<file path="src/sv/cia_pkg.sv">
// Package: word types, function codes and register map for the CIA timer block.
package cia_pkg;

   // Function codes carried in the request word
   localparam logic [1:0] FUNC_READ  = 2'd0;
   localparam logic [1:0] FUNC_WRITE = 2'd1;
   localparam logic [1:0] FUNC_TICK  = 2'd2;
   localparam logic [1:0] FUNC_EVENT = 2'd3;

   // Register map
   localparam logic [3:0] REG_PRA   = 4'd0;
   localparam logic [3:0] REG_PRB   = 4'd1;
   localparam logic [3:0] REG_DDRA  = 4'd2;
   localparam logic [3:0] REG_DDRB  = 4'd3;
   localparam logic [3:0] REG_TA_LO = 4'd4;
   localparam logic [3:0] REG_TA_HI = 4'd5;
   localparam logic [3:0] REG_TB_LO = 4'd6;
   localparam logic [3:0] REG_TB_HI = 4'd7;
   localparam logic [3:0] REG_EV_LO = 4'd8;
   localparam logic [3:0] REG_EV_MD = 4'd9;
   localparam logic [3:0] REG_EV_HI = 4'd10;
   localparam logic [3:0] REG_NONE  = 4'd11;
   localparam logic [3:0] REG_SDR   = 4'd12;
   localparam logic [3:0] REG_ICR   = 4'd13;
   localparam logic [3:0] REG_CRA   = 4'd14;
   localparam logic [3:0] REG_CRB   = 4'd15;

   // Fixed read values of the direction registers and the unused slot
   localparam logic [7:0] DDRA_UNIT_A = 8'h03;
   localparam logic [7:0] DDRA_UNIT_B = 8'hc0;
   localparam logic [7:0] DDRB_UNIT_B = 8'hff;
   localparam logic [7:0] NONE_READ   = 8'hff;

   // Interrupt bits
   localparam logic [4:0] IRQ_TA    = 5'h01;
   localparam logic [4:0] IRQ_TB    = 5'h02;
   localparam logic [4:0] IRQ_ALARM = 5'h04;

   typedef struct packed {
      logic [1:0] func;
      logic [3:0] reg_index;
      logic [7:0] write_data;
   } req_word_type;

   typedef struct packed {
      logic [7:0] read_data;
      logic       irq_line;
      logic [7:0] port_a_out;
      logic [7:0] port_b_out;
   } rsp_word_type;

endpackage

</file>
<file path="src/sv/cia_timer_tod_interrupt_block.sv">
// Top level: CIA timers, event counter, interrupt register and port latches.
//
// Usage
//   req channel (valid/ready) carries one word per bus access or tick: a
//   register read, a register write, a timer tick or an event-counter tick.
//   rsp channel (valid/ready) returns exactly one word per request word:
//   read data (zero for non-reads), the interrupt line and both port
//   output registers as they stand after that word.
//   csr port writes unit_is_b (second-unit personality) with no handshake;
//   write it only while the block is idle.
// Timing and throughput
//   All state updates at the accept edge; the response word is registered
//   and valid in the next cycle. One word per cycle while rsp_ready is high:
//   the single response register is refilled in the same cycle it is drained.
// Stall
//   While rsp_valid is high and rsp_ready low, req_ready drops, the
//   response word holds and no state changes.
// Reset
//   Synchronous, active high. Timer counts and latches go to all ones,
//   port A to 0xff, everything else to zero; no response is pending.
module cia_timer_tod_interrupt_block #(
   parameter int TIMER_WIDTH = 16,
   parameter int EVENT_WIDTH = 24
) (
   input  logic                  clock,
   input  logic                  reset,
   input  logic                  req_valid,
   output logic                  req_ready,
   input  cia_pkg::req_word_type req_word,
   output logic                  rsp_valid,
   input  logic                  rsp_ready,
   output cia_pkg::rsp_word_type rsp_word,
   input  logic                  csr_write_enable,
   input  logic                  csr_write_data
);

   localparam logic [TIMER_WIDTH-1:0] T_ONE  = TIMER_WIDTH'(1);
   localparam logic [TIMER_WIDTH-1:0] T_ONES = '1;
   localparam logic [EVENT_WIDTH-1:0] E_ONE  = EVENT_WIDTH'(1);

   // State registers
   logic                   unit_b_ff;
   logic [TIMER_WIDTH-1:0] ta_count_ff, ta_count_in;
   logic [TIMER_WIDTH-1:0] tb_count_ff, tb_count_in;
   logic [TIMER_WIDTH-1:0] ta_reload_ff, ta_reload_in;
   logic [TIMER_WIDTH-1:0] tb_reload_ff, tb_reload_in;
   logic [7:0]             ctrl_a_ff, ctrl_a_in;
   logic [7:0]             ctrl_b_ff, ctrl_b_in;
   logic [7:0]             pend_ff, pend_in;
   logic [4:0]             enable_ff, enable_in;
   logic [EVENT_WIDTH-1:0] ev_count_ff, ev_count_in;
   logic [EVENT_WIDTH-1:0] ev_alarm_ff, ev_alarm_in;
   logic [EVENT_WIDTH-1:0] ev_rhold_ff, ev_rhold_in;
   logic                   ev_held_ff, ev_held_in;
   logic [EVENT_WIDTH-1:0] ev_whold_ff, ev_whold_in;
   logic                   ev_wpend_ff, ev_wpend_in;
   logic [7:0]             pra_ff, pra_in;
   logic [7:0]             prb_ff, prb_in;
   logic [7:0]             ddrb_ff, ddrb_in;
   logic [7:0]             sdr_ff, sdr_in;

   // Response register
   logic                  rsp_valid_ff, rsp_valid_in;
   cia_pkg::rsp_word_type rsp_word_ff, rsp_word_in;

   logic       accept;
   logic       do_raise;
   logic [7:0] rd_data;

   // Zero latch loads as the full count
   function automatic logic [TIMER_WIDTH-1:0] load_value(input logic [TIMER_WIDTH-1:0] v);
      return (v == '0) ? T_ONES : v;
   endfunction

   // Replace one byte of a timer value; bytes above the width drop out
   function automatic logic [TIMER_WIDTH-1:0] put_timer(input logic [TIMER_WIDTH-1:0] old,
                                                        input logic hi,
                                                        input logic [7:0] d);
      logic [31:0] ext;
      ext = 32'(old);
      if (hi) ext[15:8] = d;
      else    ext[7:0]  = d;
      return ext[TIMER_WIDTH-1:0];
   endfunction

   // Replace byte 0..2 of an event value
   function automatic logic [EVENT_WIDTH-1:0] put_event(input logic [EVENT_WIDTH-1:0] old,
                                                        input logic [1:0] pos,
                                                        input logic [7:0] d);
      logic [31:0] ext;
      ext = 32'(old);
      case (pos)
         2'd0:    ext[7:0]   = d;
         2'd1:    ext[15:8]  = d;
         default: ext[23:16] = d;
      endcase
      return ext[EVENT_WIDTH-1:0];
   endfunction

   function automatic logic [7:0] timer_byte(input logic [TIMER_WIDTH-1:0] v, input logic hi);
      logic [31:0] ext;
      ext = 32'(v);
      return hi ? ext[15:8] : ext[7:0];
   endfunction

   function automatic logic [7:0] event_byte(input logic [EVENT_WIDTH-1:0] v,
                                             input logic [1:0] pos);
      logic [31:0] ext;
      ext = 32'(v);
      case (pos)
         2'd0:    return ext[7:0];
         2'd1:    return ext[15:8];
         default: return ext[23:16];
      endcase
   endfunction

   // Output register drains and refills in the same cycle
   assign req_ready = !rsp_valid_ff || rsp_ready;
   assign accept    = req_valid && req_ready;
   assign rsp_valid = rsp_valid_ff;
   assign rsp_word  = rsp_word_ff;

   // Next state: one word worth of register updates, in the order the
   // hardware applies them (timer A, then its cascade into B, then B alone).
   always_comb begin
      ta_count_in  = ta_count_ff;
      tb_count_in  = tb_count_ff;
      ta_reload_in = ta_reload_ff;
      tb_reload_in = tb_reload_ff;
      ctrl_a_in    = ctrl_a_ff;
      ctrl_b_in    = ctrl_b_ff;
      pend_in      = pend_ff;
      enable_in    = enable_ff;
      ev_count_in  = ev_count_ff;
      ev_alarm_in  = ev_alarm_ff;
      ev_rhold_in  = ev_rhold_ff;
      ev_held_in   = ev_held_ff;
      ev_whold_in  = ev_whold_ff;
      ev_wpend_in  = ev_wpend_ff;
      pra_in       = pra_ff;
      prb_in       = prb_ff;
      ddrb_in      = ddrb_ff;
      sdr_in       = sdr_ff;
      do_raise     = 1'b0;
      rd_data      = 8'h00;

      case (req_word.func)
         cia_pkg::FUNC_READ: begin
            case (req_word.reg_index)
               cia_pkg::REG_PRA:   rd_data = pra_ff;
               cia_pkg::REG_PRB:   rd_data = prb_ff;
               cia_pkg::REG_DDRA:  rd_data = unit_b_ff ? cia_pkg::DDRA_UNIT_B
                                                       : cia_pkg::DDRA_UNIT_A;
               cia_pkg::REG_DDRB:  rd_data = unit_b_ff ? cia_pkg::DDRB_UNIT_B : ddrb_ff;
               cia_pkg::REG_TA_LO: rd_data = timer_byte(ta_count_ff, 1'b0);
               cia_pkg::REG_TA_HI: rd_data = timer_byte(ta_count_ff, 1'b1);
               cia_pkg::REG_TB_LO: rd_data = timer_byte(tb_count_ff, 1'b0);
               cia_pkg::REG_TB_HI: rd_data = timer_byte(tb_count_ff, 1'b1);
               cia_pkg::REG_EV_LO: begin
                  // low byte read releases the read hold
                  rd_data    = event_byte(ev_held_ff ? ev_rhold_ff : ev_count_ff, 2'd0);
                  ev_held_in = 1'b0;
               end
               cia_pkg::REG_EV_MD:
                  rd_data = event_byte(ev_held_ff ? ev_rhold_ff : ev_count_ff, 2'd1);
               cia_pkg::REG_EV_HI: begin
                  // high byte read freezes the count for the following reads
                  rd_data     = event_byte(ev_count_ff, 2'd2);
                  ev_held_in  = 1'b1;
                  ev_rhold_in = ev_count_ff;
               end
               cia_pkg::REG_SDR:   rd_data = sdr_ff;
               cia_pkg::REG_ICR: begin
                  rd_data = pend_ff;
                  pend_in = 8'h00;
               end
               cia_pkg::REG_CRA:   rd_data = ctrl_a_ff;
               cia_pkg::REG_CRB:   rd_data = ctrl_b_ff;
               default:            rd_data = cia_pkg::NONE_READ;
            endcase
         end

         cia_pkg::FUNC_WRITE: begin
            case (req_word.reg_index)
               cia_pkg::REG_PRA:   pra_in = req_word.write_data;
               cia_pkg::REG_PRB:   prb_in = req_word.write_data;
               cia_pkg::REG_DDRB:  if (!unit_b_ff) ddrb_in = req_word.write_data;
               cia_pkg::REG_TA_LO:
                  ta_reload_in = put_timer(ta_reload_ff, 1'b0, req_word.write_data);
               cia_pkg::REG_TA_HI: begin
                  ta_reload_in = put_timer(ta_reload_ff, 1'b1, req_word.write_data);
                  // stopped or one-shot: load now, one-shot also starts
                  if (ctrl_a_ff[3] || !ctrl_a_ff[0]) begin
                     ta_count_in = load_value(ta_reload_in);
                     if (ctrl_a_ff[3]) ctrl_a_in[0] = 1'b1;
                  end
               end
               cia_pkg::REG_TB_LO:
                  tb_reload_in = put_timer(tb_reload_ff, 1'b0, req_word.write_data);
               cia_pkg::REG_TB_HI: begin
                  tb_reload_in = put_timer(tb_reload_ff, 1'b1, req_word.write_data);
                  if (ctrl_b_ff[3] || !ctrl_b_ff[0]) begin
                     tb_count_in = load_value(tb_reload_in);
                     if (ctrl_b_ff[3]) ctrl_b_in[0] = 1'b1;
                  end
               end
               cia_pkg::REG_EV_LO: begin
                  ev_wpend_in = 1'b0;
                  ev_whold_in = put_event(ev_whold_ff, 2'd0, req_word.write_data);
                  if (ctrl_b_ff[7]) ev_alarm_in = ev_whold_in;
                  else              ev_count_in = ev_whold_in;
                  if (ev_count_in == ev_alarm_in) begin
                     pend_in[4:0] = pend_in[4:0] | cia_pkg::IRQ_ALARM;
                     do_raise     = 1'b1;
                  end
               end
               cia_pkg::REG_EV_MD: begin
                  ev_wpend_in = 1'b1;
                  ev_whold_in = put_event(ev_whold_ff, 2'd1, req_word.write_data);
               end
               cia_pkg::REG_EV_HI: begin
                  ev_wpend_in = 1'b1;
                  ev_whold_in = put_event(ev_whold_ff, 2'd2, req_word.write_data);
               end
               cia_pkg::REG_SDR:   sdr_in = req_word.write_data;
               cia_pkg::REG_ICR: begin
                  // bit 7 selects set or clear of the mask bits
                  if (req_word.write_data[7]) enable_in = enable_ff | req_word.write_data[4:0];
                  else                        enable_in = enable_ff & ~req_word.write_data[4:0];
                  do_raise = 1'b1;
               end
               cia_pkg::REG_CRA: begin
                  ctrl_a_in = req_word.write_data;
                  if (req_word.write_data[4]) begin
                     ta_count_in  = load_value(ta_reload_ff);
                     ctrl_a_in[4] = 1'b0;
                  end
               end
               cia_pkg::REG_CRB: begin
                  ctrl_b_in = req_word.write_data;
                  if (req_word.write_data[4]) begin
                     tb_count_in  = load_value(tb_reload_ff);
                     ctrl_b_in[4] = 1'b0;
                  end
               end
               default: ;
            endcase
         end

         cia_pkg::FUNC_TICK: begin
            if (ctrl_a_ff[0]) begin
               ta_count_in = ta_count_ff - T_ONE;
               if (ta_count_in == '0) begin
                  ta_count_in = load_value(ta_reload_ff);
                  // B in cascade mode counts A underflows
                  if (ctrl_b_ff[6] && ctrl_b_ff[0]) begin
                     tb_count_in = tb_count_ff - T_ONE;
                     if (tb_count_in == '0) begin
                        tb_count_in = load_value(tb_reload_ff);
                        if (ctrl_b_ff[3]) ctrl_b_in[0] = 1'b0;
                        pend_in[4:0] = pend_in[4:0] | cia_pkg::IRQ_TB;
                     end
                  end
                  if (ctrl_a_ff[3]) ctrl_a_in[0] = 1'b0;
                  pend_in[4:0] = pend_in[4:0] | cia_pkg::IRQ_TA;
                  do_raise     = 1'b1;
               end
            end
            if (!ctrl_b_in[6] && ctrl_b_in[0]) begin
               tb_count_in = tb_count_in - T_ONE;
               if (tb_count_in == '0) begin
                  tb_count_in = load_value(tb_reload_ff);
                  if (ctrl_b_in[3]) ctrl_b_in[0] = 1'b0;
                  pend_in[4:0] = pend_in[4:0] | cia_pkg::IRQ_TB;
                  do_raise     = 1'b1;
               end
            end
         end

         default: begin
            // event tick, ignored while a partial write waits for its low byte
            if (!ev_wpend_ff) begin
               ev_count_in = ev_count_ff + E_ONE;
               if (ev_count_in == ev_alarm_ff) begin
                  pend_in[4:0] = pend_in[4:0] | cia_pkg::IRQ_ALARM;
                  do_raise     = 1'b1;
               end
            end
         end
      endcase

      // Master bit follows any request raise or mask update
      if (do_raise && (|(pend_in[4:0] & enable_in))) pend_in[7] = 1'b1;

      rsp_word_in.read_data  = rd_data;
      rsp_word_in.irq_line   = |(pend_in[4:0] & enable_in);
      rsp_word_in.port_a_out = pra_in;
      rsp_word_in.port_b_out = prb_in;

      if (accept)         rsp_valid_in = 1'b1;
      else if (rsp_ready) rsp_valid_in = 1'b0;
      else                rsp_valid_in = rsp_valid_ff;
   end

   always_ff @(posedge clock) begin
      if (reset) begin
         unit_b_ff    <= 1'b0;
         ta_count_ff  <= T_ONES;
         tb_count_ff  <= T_ONES;
         ta_reload_ff <= T_ONES;
         tb_reload_ff <= T_ONES;
         ctrl_a_ff    <= 8'h00;
         ctrl_b_ff    <= 8'h00;
         pend_ff      <= 8'h00;
         enable_ff    <= 5'h00;
         ev_count_ff  <= '0;
         ev_alarm_ff  <= '0;
         ev_rhold_ff  <= '0;
         ev_held_ff   <= 1'b0;
         ev_whold_ff  <= '0;
         ev_wpend_ff  <= 1'b0;
         pra_ff       <= 8'hff;
         prb_ff       <= 8'h00;
         ddrb_ff      <= 8'h00;
         sdr_ff       <= 8'h00;
         rsp_valid_ff <= 1'b0;
      end else begin
         if (csr_write_enable) unit_b_ff <= csr_write_data;
         if (accept) begin
            ta_count_ff  <= ta_count_in;
            tb_count_ff  <= tb_count_in;
            ta_reload_ff <= ta_reload_in;
            tb_reload_ff <= tb_reload_in;
            ctrl_a_ff    <= ctrl_a_in;
            ctrl_b_ff    <= ctrl_b_in;
            pend_ff      <= pend_in;
            enable_ff    <= enable_in;
            ev_count_ff  <= ev_count_in;
            ev_alarm_ff  <= ev_alarm_in;
            ev_rhold_ff  <= ev_rhold_in;
            ev_held_ff   <= ev_held_in;
            ev_whold_ff  <= ev_whold_in;
            ev_wpend_ff  <= ev_wpend_in;
            pra_ff       <= pra_in;
            prb_ff       <= prb_in;
            ddrb_ff      <= ddrb_in;
            sdr_ff       <= sdr_in;
         end
         rsp_valid_ff <= rsp_valid_in;
      end
   end

   // Response payload, no reset needed
   always_ff @(posedge clock) begin
      if (accept) rsp_word_ff <= rsp_word_in;
   end

   // An unmasked pending request always has the master bit set
   a_master_bit: assert property (@(posedge clock) disable iff (reset)
      (|(pend_ff[4:0] & enable_ff)) |-> pend_ff[7])
      else $error("unmasked request without master bit");

   // Unused request bits never set
   a_pend_unused: assert property (@(posedge clock) disable iff (reset)
      pend_ff[6:5] == 2'b00)
      else $error("unused interrupt bits set");

   // Force load strobes are never stored
   a_force_load: assert property (@(posedge clock) disable iff (reset)
      !ctrl_a_ff[4] && !ctrl_b_ff[4])
      else $error("force load bit stored");

   // No word accepted while a stalled response would be overwritten
   a_no_overrun: assert property (@(posedge clock) disable iff (reset)
      (rsp_valid_ff && !rsp_ready) |-> !accept)
      else $error("response overwritten under stall");

   // Irq line on the response matches state after that word
   a_irq_line: assert property (@(posedge clock) disable iff (reset)
      accept |=> (rsp_word_ff.irq_line == (|(pend_ff[4:0] & enable_ff))))
      else $error("irq line out of step with state");

endmodule

</file>
<file path="config.mk">
export PLATFORM = sky130hd
export DESIGN_NAME = cia_timer_tod_interrupt_block
export DESIGN_NICKNAME = d
export VERILOG_FILES = /design/src/sv/cia_pkg.sv /design/src/sv/cia_timer_tod_interrupt_block.sv
export SDC_FILE = /design/constraint.sdc
export NUM_CORES = 1
export LEC_CHECK = 0
export BUFFER_PORTS_ARGS = -buffer_cell sky130_fd_sc_hd__buf_2
export CAP_MARGIN = 40
export CORE_MARGIN = 2
export CORE_UTILIZATION = 45
export DETAILED_ROUTE_END_ITERATION = 8
export HOLD_SLACK_MARGIN = 0.08
export PLACE_DENSITY = 0.7
export SYNTH_ARGS = -nofsm -noshare
export SYNTH_HDL_FRONTEND = slang
export SYNTH_SLANG_ARGS = --single-unit
export TNS_END_PERCENT = 50
</file>
<file path="constraint.sdc">
create_clock -name clock -period 12.3 [get_ports clock]
set_clock_uncertainty 0.15 [all_clocks]
set_input_delay 2.46 -clock clock [delete_from_list [all_inputs] [get_ports clock]]
set_output_delay 2.46 -clock clock [all_outputs]
set_load 0.05 [all_outputs]
</file>
Word level (Yosys, flattened, before mapping)
Cells that the tools add are included.
- register bits: 230
- bits of input ports: 20
- output and inout bits: 27
- word-level logic and storage cells: 224
- add/sub/neg operators: 4
- equal/unequal tests: 29
- mux-type cells: 99
- bitwise gates (word level): 11
- reductions and logical operators: 51
- operators with widths (kind ; count):
    $mux 16 ; 18
    $mux 24 ; 8
    $pmux 16 s2 ; 6
    $mux 8 ; 15
    $pmux 8 s15 ; 1
    $logic_not 16->1 ; 7
    $pmux 24 s3 ; 1
    $eq 24x24->1 ; 2
    $pmux 24 s2 ; 1
    $sub 16x1->16 const B ; 3
    $reduce_and 3->1 ; 10
    $eq 4x4->1 const B ; 7
    $mux 1 ; 26
    $reduce_and 5->1 ; 5
    $add 24x1->24 const B ; 1
    $ne 3x3->1 const B ; 6
    $eq 4x3->1 const B ; 4
    $reduce_and 4->1 ; 4
    $reduce_bool 2->1 ; 8
    $mux 3 ; 5
    $mux 5 ; 3
    $pmux 5 s3 ; 1
    $pmux 1 s2 ; 7
    $mux 2 ; 6
    20 further kinds ; 39

Longest topological paths before layout
- word-level depth: 17
- gate-level depth with buffers: 22

Worst setup path before layout
Ideal clock, no wire load.
- path kind: input-to-output
- start: input rsp_ready
- end: output req_ready
- data arrival time: 2897 ps
- data required time: 9690 ps
- slack: 6793 ps
- stages on the path: 1
- path buffers: 0
- path through: nand2b_1
- cells in the longest elaborated chain, start to end: 1
- ends and longest elaborated chain (element ; line ; RTL):
    start, declared ; cia_timer_tod_interrupt_block.sv:31 ; input logic rsp_ready,
    $logic_or 1x1->1 ; cia_timer_tod_interrupt_block.sv:118 ; assign req_ready = !rsp_valid_ff || rsp_ready;
    end, declared ; cia_timer_tod_interrupt_block.sv:28 ; output logic req_ready,
No other way between the ends.

Final worst setup path
- start: register tb_count_ff[0]
- end: register tb_count_ff[0]
- cells in the longest elaborated chain, start to end: 12
- elaborated cells between the ends (all ways): 18
- classes of those cells: 2 x add/sub; 13 x mux; 3 x reduce/logical
- ends and longest elaborated chain (element ; line ; RTL):
    start, declared ; cia_timer_tod_interrupt_block.sv:44 ; logic [TIMER_WIDTH-1:0] tb_count_ff, tb_count_in;
    start signal, assigned ; cia_timer_tod_interrupt_block.sv:331 ; tb_count_ff <= tb_count_in;
    $sub 16x1->16 ; cia_timer_tod_interrupt_block.sv:257 ; tb_count_in = tb_count_ff - T_ONE;
    $logic_not 16->1 ; cia_timer_tod_interrupt_block.sv:258 ; if (tb_count_in == '0) begin
    $mux 16 ; cia_timer_tod_interrupt_block.sv:258 ;
    $mux 16 ; cia_timer_tod_interrupt_block.sv:256 ; if (ctrl_b_ff[6] && ctrl_b_ff[0]) begin
    $mux 16 ; cia_timer_tod_interrupt_block.sv:253 ; if (ta_count_in == '0) begin
    $mux 16 ; cia_timer_tod_interrupt_block.sv:251 ; if (ctrl_a_ff[0]) begin
    $mux 16 ; cia_timer_tod_interrupt_block.sv:147 ; case (req_word.func)
    $sub 16x1->16 ; cia_timer_tod_interrupt_block.sv:270 ; tb_count_in = tb_count_in - T_ONE;
    $logic_not 16->1 ; cia_timer_tod_interrupt_block.sv:271 ; if (tb_count_in == '0) begin
    $mux 16 ; cia_timer_tod_interrupt_block.sv:271 ;
    $mux 16 * ; cia_timer_tod_interrupt_block.sv:269 ; if (!ctrl_b_in[6] && ctrl_b_in[0]) begin
    $pmux 16 s2 * ; cia_timer_tod_interrupt_block.sv:147 ;
Every way passes the cells marked *; elsewhere a longest branch is shown, timed or not. The select of a mux whose other input is x is not followed.
A chain may end at the register's enable or synchronous reset.

==> metrics.csv <==
stage,metric,value,unit
status,status,"complete, no violations",
yosys,syn_nets,1974,
layout,final design utilization,50.0,%
power,Static Leakage,0.00559,uW
yosys,YS warnings,0,
floorplan,# rows,65,
clocking,TritonCTS Buffers,26,
worst_setup_path,cell breakdown of the critical path,nor4_2 > nand3_1 > o21ai_1 > nand2_1 > nor4_2 > a211oi_1 > a21oi_1 > ha_1 > nand4_1 > nor4b_2 > o21ai_2 > nor2_2 > mux2i_1 > o21ai_1,
layout,# diodes,0,
worst_setup_path,CP Launch Type,register,
worst_setup_path,CP top delay family,simple AND/OR/NAND/NOR gates,
drt,vias per inst,6.59,
clocking,"Clk Latency, worst-skew pair",0.56,ns
clocking,htree depth,1,
sta,RSZ-0062 raised after global routing,no,
sta,final max-slew violation count,0,
grt,largest net degree at the start of global routing,77,
yosys,post-synth cell types,101,
yosys,ys flop type,dfxtp_1,
power,pwr dens,115,nW/um^2
yosys,share of Yosys cell area claimed by the top area cell type,28.1,%
sta,slew of the pin with the lowest slew margin,0.949,ns
grt,All-Layer GR Usage,31.8,%
worst_setup_path,Critical Path AT,6.03,ns
floorplan,Die Wd,184,microns
sta,fin crit share,47.2,%
yosys,Synth async-reset ratio,0,%
layout,NumNets Final,1922,
floorplan,Starting Density,46.0,%
placed_design,DP HPWL,38.5,mm
yosys,Mapped Cells,1943,
flow_run,maxcap violations,0,
worst_setup_path,Worst Path Max Fanout,14,
drt,vias post-DR,15200,
worst_setup_path,"Largest stage delay, worst path",0.76,ns
sta,TNS Setup,0,ns
layout,Multi-input gate area,8850,sq um
clocking,post-CTS sizing,0,
layout,Register Area,4860,sq um
sta,fmax,172,MHz
sta,worst hold slack,0.304,ns
worst_setup_path,Crit Path Category,register to register,
yosys,Synth area leader,dfxtp_1,
worst_setup_path,Worst path slowest cell,nor4_2,
clocking,post-CTS setup buffers,0,
grt,first-pass GRT wire length,83.5,mm
sta,crit path time final,5.80,ns
yosys,Synth Register Bits,230,
layout,layout filler cell count,3087,
layout,P&R area growth vs syn,8.86,%
yosys,"EDFF count, synth",25,
yosys,most common cell in the synthesized netlist,nand2_1,
clocking,clock-pin slew on the worst setup and hold paths,0.06,ns
placed_design,Placer Congestion,0.988,
drt,drt pass-1 iters,7,
floorplan,I/O pin count,47,
clocking,Post-CTS Hold Fix Bufs,0,
placed_design,IO buf count,46,
worst_setup_path,Worst EP required,12.53,ns
worst_setup_path,Critical Path End Type,register,
power,Pwr Total,1830,uW
floorplan,core box area,31700,sq um
grt,initial antenna violation count,1,
clocking,CTS sink count,230,
clocking,maximum buffer depth of the clock tree,3,
hold_path,class of the worst hold path,register to register,
yosys,Synth Cell Area,14600,sq um
clocking,Root Buffer Master,clkbuf_16,
layout,share of layout cells above drive strength 1,10.2,%
drt,ANT nets after route,0,
grt,grt total ovfl,0,
drt,DR iter-0 viols,1966,
sta,"Hold Vio Cnt, Final",0,
drt,WL/cell,23.7,microns
placed_design,Post-DP Area,15000,sq um
sta,# setup viols final,0,
yosys,synth cell count leaders,"361 x nand2_1, 205 x dfxtp_1, 181 x a21oi_1",
floorplan,chip height,184,microns
grt,vias in the first global route,13900,
clocking,CTS tree,yes,
sta,Rel. slew slack,36.7,%
layout,Final Cell Area,15900,sq um
yosys,syn avg cell area,7.50,sq um
yosys,"Seq/Total Area, Yosys",33.3,%
worst_setup_path,WP buf/inv,0,
floorplan,die area,33900,sq um
power,VDD IR max,0.000127,V
drt,DRC,0,
yosys,ranking of synthesized cells by area,"dfxtp_1 28%, nand2_1 9.3%, a21oi_1 6.2%",
drt,drt total wl,54.8,mm
placed cells by master, fill, tap and decap left out, drive strengths merged, types with 7 or more instances in the layout:
cell type / netlist / routed
a211oi: 21 / 21
a21oi: 182 / 182
a221oi: 20 / 20
a222oi: 7 / 7
a22o: 8 / 8
a22oi: 17 / 17
a31oi: 25 / 25
and2: 11 / 11
and3: 31 / 31
buf: 38 / 81
clkbuf: 124 / 37
clkinv: 3 / 11
dfxtp: 205 / 205
edfxtp: 25 / 25
ha: 11 / 11
inv: 51 / 51
mux2: 14 / 14
mux2i: 25 / 25
nand2: 361 / 361
nand2b: 17 / 17
nand3: 88 / 88
nand4: 29 / 29
nor2: 134 / 134
nor2b: 7 / 7
nor3: 52 / 52
nor4: 33 / 33
o211ai: 33 / 33
o21ai: 97 / 97
o221a: 7 / 7
o221ai: 12 / 12
o22ai: 29 / 29
o31ai: 11 / 11
or2: 7 / 7
or3: 19 / 19
xnor2: 52 / 52
xor2: 28 / 28
area by class of cell:
type	count	share of cell area (%)
clock inverters	11	0.694
well taps	402	3.17
inverters	54	1.28
flip-flops and latches	230	30.6
multi-input cells	1497	55.8
clock buffers	37	4.87
repair buffers	82	3.61
power by group:
group / switching [uW] / internal [uW] / leakage (uW)
logic: 148 / 66.1 / 0.00325
clock network: 333 / 461 / 0.000434
registers: 40.1 / 778 / 0.00190
final timing paths:
kind / end / start / slack, ns / cells past startpoint
worst max-delay path: tb_count_ff[0] / tb_count_ff[0] / 6.50 / 14
worst min-delay path: ev_rhold_ff[10] / ev_rhold_ff[10] / 0.30 / 2
worst max register to register: tb_count_ff[0] / tb_count_ff[0] / 6.50 / 14
worst min register to register: ev_rhold_ff[10] / ev_rhold_ff[10] / 0.30 / 2
cell families (layout without fill, tap and decap cells):
kind of cell / count (synthesis) / after routing / share of synthesized area, %
buf+inv: 216 / 184 / 6.04
xor+xnor: 80 / 80 / 4.81
fa+ha+maj: 11 / 11 / 0.944
compound gates: 545 / 545 / 24.8
flops: 230 / 230 / 33.3
simple gates: 822 / 822 / 27.3
mux: 39 / 39 / 2.82
metal layers:
layer | share of wire (%) | vias to the layer above | GRT usage, %
li1 | - | 6919 | -
met1 | 41 | 7147 | 43.9
met2 | 43 | 975 | 48.6
met3 | 11 | 197 | 5.67
met4 | 4.8 | 0 | 14.2
met5 | 0 | - | 0
metrics by stage:
step                      setup WS (ns)  std cells
after global placement             6.23       2253
after CTS                          6.67       2313
after detailed placement           6.53       2265
after floorplan                    6.79       1943
after global routing               6.31       2313
final                              6.50       2313
worst min-delay path: cells and delay by family (launching register included):
family	cells	cell delay (ns)
flip-flops	1	0.31
AND/OR/NAND/NOR	1	0.05
AO/OA/AOI/OAI	1	0.05
registers in the layout, summed over array words and instances (netlist names), 8 cells and up:
| signal | flops |
|---|---|
| pra_ff | 8 |
| ev_whold_ff | 16 |
| tb_reload_ff | 16 |
| prb_ff | 8 |
| ev_alarm_ff | 24 |
| ta_count_ff | 16 |
| ta_reload_ff | 16 |
| rsp_word | 25 |
| ev_count_ff | 24 |
| ddrb_ff | 8 |
| tb_count_ff | 16 |
| ev_rhold_ff | 16 |
| sdr_ff | 8 |
Power figures use the tool's default switching activity.
